File: src/hw/rtl/shs_pkg.sv
// ----------------------------------------------------------------------------
// shs_pkg
// Shared types, constants and tables for the SHA-256 stream hasher.
// ----------------------------------------------------------------------------
package shs_pkg;

  localparam int unsigned WordW  = 32;
  localparam int unsigned ByteW  = 8;
  localparam int unsigned BlockW = 512;

  localparam logic [ByteW-1:0] PadByte   = 8'h80;
  localparam logic [5:0]       LastFill  = 6'd63;
  localparam logic [5:0]       LenStart  = 6'd55;
  localparam logic [5:0]       LastRound = 6'd63;
  localparam logic [2:0]       LastWord  = 3'd7;
  localparam logic             FuncAppend = 1'b0;

  typedef enum logic [2:0] {
    ST_IDLE,
    ST_PAD,
    ST_LEN,
    ST_ROUND,
    ST_FOLD,
    ST_OUT
  } state_e;

  typedef struct packed {
    logic             func;
    logic [ByteW-1:0] msg_byte;
  } in_beat_t;

  typedef struct packed {
    logic [WordW-1:0] digest_word;
    logic [2:0]       word_index;
    logic             digest_last;
  } out_beat_t;

  // Block store / schedule control
  typedef struct packed {
    logic             shift_byte;
    logic [ByteW-1:0] byte_val;
    logic             shift_word;
  } sched_ctrl_t;

  // Round unit control
  typedef struct packed {
    logic load;
    logic round;
    logic fold;
    logic reinit;
  } core_ctrl_t;

  function automatic logic [WordW-1:0] init_hash(input logic [2:0] idx);
    logic [WordW-1:0] v;
    case (idx)
      3'd0:    v = 32'h6a09e667;
      3'd1:    v = 32'hbb67ae85;
      3'd2:    v = 32'h3c6ef372;
      3'd3:    v = 32'ha54ff53a;
      3'd4:    v = 32'h510e527f;
      3'd5:    v = 32'h9b05688c;
      3'd6:    v = 32'h1f83d9ab;
      3'd7:    v = 32'h5be0cd19;
      default: v = '0;
    endcase
    return v;
  endfunction

  function automatic logic [WordW-1:0] round_k(input logic [5:0] idx);
    logic [WordW-1:0] k;
    case (idx)
      6'd0:  k = 32'h428a2f98;  6'd1:  k = 32'h71374491;
      6'd2:  k = 32'hb5c0fbcf;  6'd3:  k = 32'he9b5dba5;
      6'd4:  k = 32'h3956c25b;  6'd5:  k = 32'h59f111f1;
      6'd6:  k = 32'h923f82a4;  6'd7:  k = 32'hab1c5ed5;
      6'd8:  k = 32'hd807aa98;  6'd9:  k = 32'h12835b01;
      6'd10: k = 32'h243185be;  6'd11: k = 32'h550c7dc3;
      6'd12: k = 32'h72be5d74;  6'd13: k = 32'h80deb1fe;
      6'd14: k = 32'h9bdc06a7;  6'd15: k = 32'hc19bf174;
      6'd16: k = 32'he49b69c1;  6'd17: k = 32'hefbe4786;
      6'd18: k = 32'h0fc19dc6;  6'd19: k = 32'h240ca1cc;
      6'd20: k = 32'h2de92c6f;  6'd21: k = 32'h4a7484aa;
      6'd22: k = 32'h5cb0a9dc;  6'd23: k = 32'h76f988da;
      6'd24: k = 32'h983e5152;  6'd25: k = 32'ha831c66d;
      6'd26: k = 32'hb00327c8;  6'd27: k = 32'hbf597fc7;
      6'd28: k = 32'hc6e00bf3;  6'd29: k = 32'hd5a79147;
      6'd30: k = 32'h06ca6351;  6'd31: k = 32'h14292967;
      6'd32: k = 32'h27b70a85;  6'd33: k = 32'h2e1b2138;
      6'd34: k = 32'h4d2c6dfc;  6'd35: k = 32'h53380d13;
      6'd36: k = 32'h650a7354;  6'd37: k = 32'h766a0abb;
      6'd38: k = 32'h81c2c92e;  6'd39: k = 32'h92722c85;
      6'd40: k = 32'ha2bfe8a1;  6'd41: k = 32'ha81a664b;
      6'd42: k = 32'hc24b8b70;  6'd43: k = 32'hc76c51a3;
      6'd44: k = 32'hd192e819;  6'd45: k = 32'hd6990624;
      6'd46: k = 32'hf40e3585;  6'd47: k = 32'h106aa070;
      6'd48: k = 32'h19a4c116;  6'd49: k = 32'h1e376c08;
      6'd50: k = 32'h2748774c;  6'd51: k = 32'h34b0bcb5;
      6'd52: k = 32'h391c0cb3;  6'd53: k = 32'h4ed8aa4a;
      6'd54: k = 32'h5b9cca4f;  6'd55: k = 32'h682e6ff3;
      6'd56: k = 32'h748f82ee;  6'd57: k = 32'h78a5636f;
      6'd58: k = 32'h84c87814;  6'd59: k = 32'h8cc70208;
      6'd60: k = 32'h90befffa;  6'd61: k = 32'ha4506ceb;
      6'd62: k = 32'hbef9a3f7;  6'd63: k = 32'hc67178f2;
      default: k = '0;
    endcase
    return k;
  endfunction

endpackage

File: src/hw/rtl/sha256_stream_hasher_top.sv
// ----------------------------------------------------------------------------
// sha256_stream_hasher_top
// SHA-256 over a byte stream, one round per cycle on a single round unit.
// ----------------------------------------------------------------------------
// An append beat is taken on acceptance; the 64th byte of a block also runs the
// rounds and a fold before the next beat is taken.
// A finish beat with n bytes pending is accepted, then padding/length bytes fill
// the block and it is compressed (two compressions when n > 55, the second
// block holding only padding and length), then 8 output beats at one per cycle
// while out_stall_i is low.
// The round unit and its sequencer handle one beat at a time.
// Reset clears the sequencer and counters and loads the initial hash values;
// the block store holds whatever it held until bytes shift into it.
// ----------------------------------------------------------------------------
module sha256_stream_hasher_top import shs_pkg::*; (
  input  logic      clk_i,
  input  logic      rst_ni,
  input  logic      in_valid_i,
  output logic      in_stall_o,
  input  in_beat_t  in_data_i,
  output logic      out_valid_o,
  input  logic      out_stall_i,
  output out_beat_t out_data_o
);

  state_e state_q, state_d;

  // Byte fill level of the block store, wraps at 64 bytes
  logic [5:0]  fill_q, fill_d;
  // Round counter of the running compression
  logic [5:0]  round_q, round_d;
  // Digest word being presented
  logic [2:0]  idx_q, idx_d;
  // Bits of all full blocks; on finish it holds the total length and is
  // shifted out byte by byte, leaving zero for the next message
  logic [63:0] bitcnt_q, bitcnt_d;
  logic        padfirst_q, padfirst_d;
  logic        final_q, final_d;
  logic        append_q, append_d;

  logic        in_acc, out_acc, is_append;
  sched_ctrl_t sched_ctrl;
  core_ctrl_t  core_ctrl;
  logic [WordW-1:0] w_word, k_word, dig_word;

  assign in_acc    = in_valid_i && !in_stall_o;
  assign out_acc   = out_valid_o && !out_stall_i;
  assign is_append = (in_data_i.func == FuncAppend);
  assign k_word    = round_k(round_q);

  // Next state
  always_comb begin
    state_d = state_q;
    case (state_q)
      ST_IDLE: begin
        if (in_acc) begin
          if (!is_append) begin
            state_d = ST_PAD;
          end else if (fill_q == LastFill) begin
            state_d = ST_ROUND;
          end
        end
      end
      ST_PAD: begin
        // Full block goes first; at 56 bytes the length field follows
        if (fill_q == LastFill) begin
          state_d = ST_ROUND;
        end else if (fill_q == LenStart) begin
          state_d = ST_LEN;
        end
      end
      ST_LEN: begin
        if (fill_q == LastFill) begin
          state_d = ST_ROUND;
        end
      end
      ST_ROUND: begin
        if (round_q == LastRound) begin
          state_d = ST_FOLD;
        end
      end
      ST_FOLD: begin
        if (final_q) begin
          state_d = ST_OUT;
        end else if (append_q) begin
          state_d = ST_IDLE;
        end else begin
          state_d = ST_PAD;
        end
      end
      ST_OUT: begin
        if (out_acc && idx_q == LastWord) begin
          state_d = ST_IDLE;
        end
      end
      default: state_d = ST_IDLE;
    endcase
  end

  // Outputs and datapath control; the stall is low in idle, so a valid beat
  // there is taken
  always_comb begin
    in_stall_o  = 1'b1;
    out_valid_o = 1'b0;
    sched_ctrl  = '0;
    core_ctrl   = '0;
    case (state_q)
      ST_IDLE: begin
        in_stall_o = 1'b0;
        if (in_valid_i && is_append) begin
          sched_ctrl.shift_byte = 1'b1;
          sched_ctrl.byte_val   = in_data_i.msg_byte;
          core_ctrl.load        = (fill_q == LastFill);
        end
      end
      ST_PAD: begin
        sched_ctrl.shift_byte = 1'b1;
        sched_ctrl.byte_val   = padfirst_q ? PadByte : '0;
        core_ctrl.load        = (fill_q == LastFill);
      end
      ST_LEN: begin
        sched_ctrl.shift_byte = 1'b1;
        sched_ctrl.byte_val   = bitcnt_q[63:56];
        core_ctrl.load        = (fill_q == LastFill);
      end
      ST_ROUND: begin
        sched_ctrl.shift_word = 1'b1;
        core_ctrl.round       = 1'b1;
      end
      ST_FOLD: begin
        core_ctrl.fold = 1'b1;
      end
      ST_OUT: begin
        out_valid_o      = 1'b1;
        core_ctrl.reinit = !out_stall_i && (idx_q == LastWord);
      end
      default: begin
        in_stall_o = 1'b1;
      end
    endcase
  end

  // Counters and flags
  always_comb begin
    fill_d     = fill_q;
    round_d    = round_q;
    idx_d      = idx_q;
    bitcnt_d   = bitcnt_q;
    padfirst_d = padfirst_q;
    final_d    = final_q;
    append_d   = append_q;
    if (sched_ctrl.shift_byte) begin
      fill_d = fill_q + 6'd1;
    end
    case (state_q)
      ST_IDLE: begin
        if (in_acc && !is_append) begin
          // Total length: full blocks plus the pending bytes
          bitcnt_d   = bitcnt_q + {55'd0, fill_q, 3'd0};
          padfirst_d = 1'b1;
        end
        append_d = 1'b1;
        final_d  = 1'b0;
      end
      ST_PAD: begin
        padfirst_d = 1'b0;
        append_d   = 1'b0;
        final_d    = 1'b0;
      end
      ST_LEN: begin
        bitcnt_d = {bitcnt_q[55:0], 8'd0};
        append_d = 1'b0;
        final_d  = 1'b1;
      end
      ST_ROUND: begin
        round_d = round_q + 6'd1;
      end
      ST_FOLD: begin
        if (append_q) begin
          bitcnt_d = bitcnt_q + 64'd512;
        end
        idx_d = '0;
      end
      ST_OUT: begin
        if (out_acc) begin
          idx_d = idx_q + 3'd1;
        end
      end
      default: begin
        fill_d = fill_q;
      end
    endcase
  end

  always_ff @(posedge clk_i or negedge rst_ni) begin
    if (!rst_ni) begin
      state_q    <= ST_IDLE;
      fill_q     <= '0;
      round_q    <= '0;
      idx_q      <= '0;
      bitcnt_q   <= '0;
      padfirst_q <= 1'b0;
      final_q    <= 1'b0;
      append_q   <= 1'b0;
    end else begin
      state_q    <= state_d;
      fill_q     <= fill_d;
      round_q    <= round_d;
      idx_q      <= idx_d;
      bitcnt_q   <= bitcnt_d;
      padfirst_q <= padfirst_d;
      final_q    <= final_d;
      append_q   <= append_d;
    end
  end

  shs_sched u_sched (
    .clk_i  (clk_i),
    .ctrl_i (sched_ctrl),
    .w_o    (w_word)
  );

  shs_core u_core (
    .clk_i  (clk_i),
    .rst_ni (rst_ni),
    .ctrl_i (core_ctrl),
    .k_i    (k_word),
    .w_i    (w_word),
    .sel_i  (idx_q),
    .word_o (dig_word)
  );

  // Hold the digest word steady from registers while the beat is stalled
  assign out_data_o.digest_word = dig_word;
  assign out_data_o.word_index  = idx_q;
  assign out_data_o.digest_last = (idx_q == LastWord);

endmodule

File: src/hw/rtl/shs_sched.sv
// ----------------------------------------------------------------------------
// shs_sched
// Block store and message schedule: one 512-bit shift line that takes bytes
// while filling and then slides one schedule word per round.
// ----------------------------------------------------------------------------
module shs_sched import shs_pkg::*; (
  input  logic             clk_i,
  input  sched_ctrl_t      ctrl_i,
  output logic [WordW-1:0] w_o
);

  logic [BlockW-1:0] store_q, store_d;
  logic [WordW-1:0]  w0, w1, w9, w14, s0, s1, w_new;

  assign w0  = store_q[511:480];
  assign w1  = store_q[479:448];
  assign w9  = store_q[223:192];
  assign w14 = store_q[63:32];

  assign s0 = {w1[6:0], w1[31:7]} ^ {w1[17:0], w1[31:18]} ^ (w1 >> 3);
  assign s1 = {w14[16:0], w14[31:17]} ^ {w14[18:0], w14[31:19]} ^ (w14 >> 10);
  assign w_new = s1 + w9 + s0 + w0;

  assign w_o = w0;

  always_comb begin
    store_d = store_q;
    if (ctrl_i.shift_byte) begin
      store_d = {store_q[BlockW-ByteW-1:0], ctrl_i.byte_val};
    end else if (ctrl_i.shift_word) begin
      store_d = {store_q[BlockW-WordW-1:0], w_new};
    end
  end

  always_ff @(posedge clk_i) begin
    store_q <= store_d;
  end

endmodule

File: src/hw/rtl/shs_core.sv
// ----------------------------------------------------------------------------
// shs_core
// Round unit: working variables, one SHA-256 round per cycle, and the
// chaining value that the finished block folds into.
// ----------------------------------------------------------------------------
module shs_core import shs_pkg::*; (
  input  logic             clk_i,
  input  logic             rst_ni,
  input  core_ctrl_t       ctrl_i,
  input  logic [WordW-1:0] k_i,
  input  logic [WordW-1:0] w_i,
  input  logic [2:0]       sel_i,
  output logic [WordW-1:0] word_o
);

  logic [WordW-1:0] chain_q [8];
  logic [WordW-1:0] chain_d [8];
  logic [WordW-1:0] work_q  [8];
  logic [WordW-1:0] work_d  [8];
  logic [WordW-1:0] a, b, c, e, f, g, h, sig0, sig1, ch, maj, t1, t2;

  assign a = work_q[0];
  assign b = work_q[1];
  assign c = work_q[2];
  assign e = work_q[4];
  assign f = work_q[5];
  assign g = work_q[6];
  assign h = work_q[7];

  assign sig1 = {e[5:0], e[31:6]} ^ {e[10:0], e[31:11]} ^ {e[24:0], e[31:25]};
  assign sig0 = {a[1:0], a[31:2]} ^ {a[12:0], a[31:13]} ^ {a[21:0], a[31:22]};
  assign ch   = (e & f) ^ (~e & g);
  assign maj  = (a & b) ^ (a & c) ^ (b & c);
  assign t1   = h + sig1 + ch + k_i + w_i;
  assign t2   = sig0 + maj;

  assign word_o = chain_q[sel_i];

  always_comb begin
    for (int i = 0; i < 8; i++) begin
      work_d[i]  = work_q[i];
      chain_d[i] = chain_q[i];
    end
    if (ctrl_i.load) begin
      for (int i = 0; i < 8; i++) begin
        work_d[i] = chain_q[i];
      end
    end else if (ctrl_i.round) begin
      work_d[7] = work_q[6];
      work_d[6] = work_q[5];
      work_d[5] = work_q[4];
      work_d[4] = work_q[3] + t1;
      work_d[3] = work_q[2];
      work_d[2] = work_q[1];
      work_d[1] = work_q[0];
      work_d[0] = t1 + t2;
    end
    if (ctrl_i.fold) begin
      for (int i = 0; i < 8; i++) begin
        chain_d[i] = chain_q[i] + work_q[i];
      end
    end else if (ctrl_i.reinit) begin
      for (int i = 0; i < 8; i++) begin
        chain_d[i] = init_hash(3'(i));
      end
    end
  end

  always_ff @(posedge clk_i) begin
    for (int i = 0; i < 8; i++) begin
      work_q[i] <= work_d[i];
    end
  end

  always_ff @(posedge clk_i or negedge rst_ni) begin
    if (!rst_ni) begin
      for (int i = 0; i < 8; i++) begin
        chain_q[i] <= init_hash(3'(i));
      end
    end else begin
      for (int i = 0; i < 8; i++) begin
        chain_q[i] <= chain_d[i];
      end
    end
  end

endmodule
File: config.mk
export PLATFORM = sky130hd
export DESIGN_NAME = sha256_stream_hasher_top
export DESIGN_NICKNAME = d
export VERILOG_FILES = /design/src/hw/rtl/shs_pkg.sv /design/src/hw/rtl/sha256_stream_hasher_top.sv /design/src/hw/rtl/shs_sched.sv /design/src/hw/rtl/shs_core.sv
export SDC_FILE = /design/constraint.sdc
export NUM_CORES = 2
export LEC_CHECK = 0
export ABC_AREA = 1
export BUFFER_PORTS_ARGS = -buffer_cell sky130_fd_sc_hd__buf_2
export CAP_MARGIN = 0
export CELL_PAD_IN_SITES_DETAIL_PLACEMENT = 0
export CELL_PAD_IN_SITES_GLOBAL_PLACEMENT = 1
export CORE_UTILIZATION = 44
export DETAILED_ROUTE_END_ITERATION = 12
export HOLD_SLACK_MARGIN = 0.02
export PLACE_DENSITY_LB_ADDON = 0.1
export SYNTH_ARGS = -nofsm -noshare
export SYNTH_HDL_FRONTEND = slang
export SYNTH_HIERARCHICAL = 1
export SYNTH_SLANG_ARGS = --single-unit
File: constraint.sdc
create_clock -name clk_i -period 8.5 [get_ports clk_i]
set_input_delay 1.275 -clock clk_i [delete_from_list [all_inputs] [get_ports clk_i]]
set_output_delay 1.275 -clock clk_i [all_outputs]
set_load 0.01 [all_outputs]
==> run metrics <==
worst-path fanout max=8; Setup-failing EPs final=0; RSZ-0062 raised after global routing=no; # Max-Cap Violations=0; core area=190000 µm²; first-pass GRT wire length=511000 µm; Post-synth ARST share=30.6%; I/O Pins=51; DRC viols=0; Setup crit start kind=flip-flop; initial core utilization=44.3%; Tcrit/Tclk final=~95%; setup TNS=0 ns; global-route congestion overflow total=0; Crit Reg-Reg Startpoint=round_q[0]$_DFFE_PN0P_; largest cells by area after synthesis=edfxtp_1 27%, nand2_1 15%, inv_1 6.9%; reg-to-reg endpoint=u_core/work_q[0][20]$_DFFE_PP_; Post-synth EDFFs=768; filler cell count=around 19000; DRT Wirelength=between 300000 and 400000 µm; top post-synthesis cells by count=3278 x nand2_1, 1554 x inv_1, 1113 x o21ai_0, 768 x edfxtp_1, 746 x nor2_1; detailed placement HPWL=about 270000 µm; post-synthesis sequential area ratio=37.5%; layout cells sized above 1=8.02%; final clock skew=0.0659 ns; cell row count=160; Initial DRT Pass Iterations=8; Num CTS Buffers=139; final hold viol count=0; Crit Path Category=reg2reg; vias=approximately 80000; Post-Synthesis Cell Area=~84000 µm²; GRT Total Usage=between 30% and 40%; Synthesis Warnings=6; Critical Path RT=approximately 9.1 ns; antenna violations before repair=11; Synth Net Count=~12000; Slowest Stage Delay on Critical Path=roughly 0.56 ns; Distinct cells, synth=68; R2R Setup Slk=0.45 ns; Seq cells post-synth=roughly 1100; Layout Nets=12000; clock sink total=~1100; Worst Path Arrival=8.65 ns; Port-buffer cells=50; critical path's slowest cell=fa_1; DRT iter0 DRCs=around 8400; vias in the first global route=between 70000 and 80000; Main synth FF type=edfxtp_1; largest net degree at the start of global routing=185; Final min period=slightly above 8 ns; Rel. slew slack=15.4%; CTS H-Tree Depth=4; DIE AREA=about 190000 µm²; Die Y=about 440 µm; Avg Cell Area, Syn=between 7 and 8 µm²; gp weighted congestion=1.02; Synth top area share=a little over a quarter; FF-to-FF path depth=32; Max Fclk=~120 MHz; CTS tree=yes; final slew viol count=0; hold crit path type=in2async; Synth area leader=edfxtp_1; vias per cell=between 5 and 6; Die W=440 µm; Worst-Skew Late Latency=approximately 0.85 ns; CTS root buffer=clkbuf_16; clock tree buffer depth=3; Slew @ Worst Pin=about 1.3 ns; clk slew on worst S/H paths=~0.060 ns; status=completed; Mapped Cells=11300; Area Overhead vs Synth=10.8%; Detail Route Antenna Nets=0; crit end category=flip-flop; post-DR wirelength/cell=between 20 and 30 µm; most common cell in the synthesized netlist=nand2_1
-- area by class of cell --
class	instances	area, µm²	area share [%]
diodes	3	7.51	0.00803
clock buffers	179	3730	3.99
clock inverters	77	1060	1.14
inverters	1573	5930	6.34
multi-input cells	8172	45000	48.1
flip-flops and latches	1106	31700	33.9
well taps	2511	3140	3.36
repair buffers	382	2980	3.18
-- flip-flops by register name, indices dropped and copies added (netlist names) --
signal           count
round_q              6
idx_q                3
final_q              1
padfirst_q           1
bitcnt_q            61
u_sched/store_q    512
u_core/chain_q     256
fill_q               6
state_q              3
u_core/work_q      256
append_q             1
-- timing repair --
action | CTS | global route
hold buffers | 0 | 0
gates resized for setup | 1 | 16
setup buffers | 0 | 6
endpoints found under the hold margin | 0 | 0
setup endpoints to repair | 1 | 29
-- cells in the final DEF (no fill, tap or decap), drive strengths merged, types with 38 or more instances in the layout --
master / netlist / routed
nand3: 495 / 495
nand2: 3306 / 3306
xnor2: 161 / 161
a31oi: 74 / 74
edfxtp: 768 / 768
buf: 185 / 382
nor2: 769 / 769
inv: 1570 / 1576
xor2: 219 / 219
o21a: 41 / 41
ha: 399 / 399
dfstp: 136 / 136
o211ai: 50 / 50
o21ai: 1205 / 1205
fa: 196 / 196
a21o: 38 / 38
nand4: 102 / 102
a21oi: 690 / 690
dfrtp: 202 / 202
clkbuf: 242 / 179
o21bai: 46 / 46
nor3: 70 / 70
o22ai: 106 / 106
clkinv: 3 / 51
or2: 46 / 46
-- worst max-delay path: cells and delay by family, from the launching register on --
kind,cells,cell delay (ns)
buffers and inverters,9,1.10
and+or+nand+nor,8,1.36
DFF,1,0.42
xor gates and xnor gates,1,0.44
adders and majority gates,7,3.26
AOI/OAI and AO/OA,7,1.23
-- per-stage QoR --
step,setup slack [ns],utilization (%),std cells,instance area [µm²],hold WS (ns)
final,0.448,49.1,14000,93500,0.480
after global routing,0.000597,49.1,14000,93500,0.494
after CTS,0.00485,49.1,14000,93400,0.458
after detailed placement,-0.0376,46.5,13700,88600,0.494
after global placement,0.0287,46.5,13700,88600,0.477
after floorplan,1.41,-,11300,84400,0.456
-- logic make-up after synthesis --
group                    count (synthesis)  share of synthesized area [%]
AO/OA/AOI/OAI                         2348                           15.3
XOR/XNOR                               380                           3.94
adder cells (fa/ha/maj)                598                           10.6
buffers and inverters                 2000                           9.29
flip-flops                            1106                           37.5
AND/OR/NAND/NOR                       4846                           23.3
-- worst max path at each step --
stage | from | to | slack (ns) | cells past startpoint
after global routing | round_q[0]$_DFFE_PN0P_ | u_core/work_q[0][24]$_DFFE_PP_ | 0.0006 | 39
after detailed placement | round_q[0]$_DFFE_PN0P_ | u_core/work_q[0][21]$_DFFE_PP_ | -0.04 | 33
after CTS | round_q[0]$_DFFE_PN0P_ | u_core/work_q[0][28]$_DFFE_PP_ | 0.005 | 35
after floorplan | round_q[1]$_DFFE_PN0P_ | u_core/work_q[0][24]$_DFFE_PP_ | 1.41 | 35
final | round_q[0]$_DFFE_PN0P_ | u_core/work_q[0][20]$_DFFE_PP_ | 0.45 | 32
after global placement | round_q[0]$_DFFE_PN0P_ | u_core/work_q[0][23]$_DFFE_PP_ | 0.03 | 34
-- metal layers --
metal / track usage [%] / routed length, µm / vias to the layer above
li1: - / - / 37200
met1: 48.5 / 149000 / 38400
met2: 55.7 / 156000 / 3448
met3: 6.53 / 30100 / 628
met4: 17.0 / 19100 / 4
met5: 0 / 27 / -
Power is not shown: default switching activity piles up to over one toggle a cycle in this logic, so the estimate is an artifact.
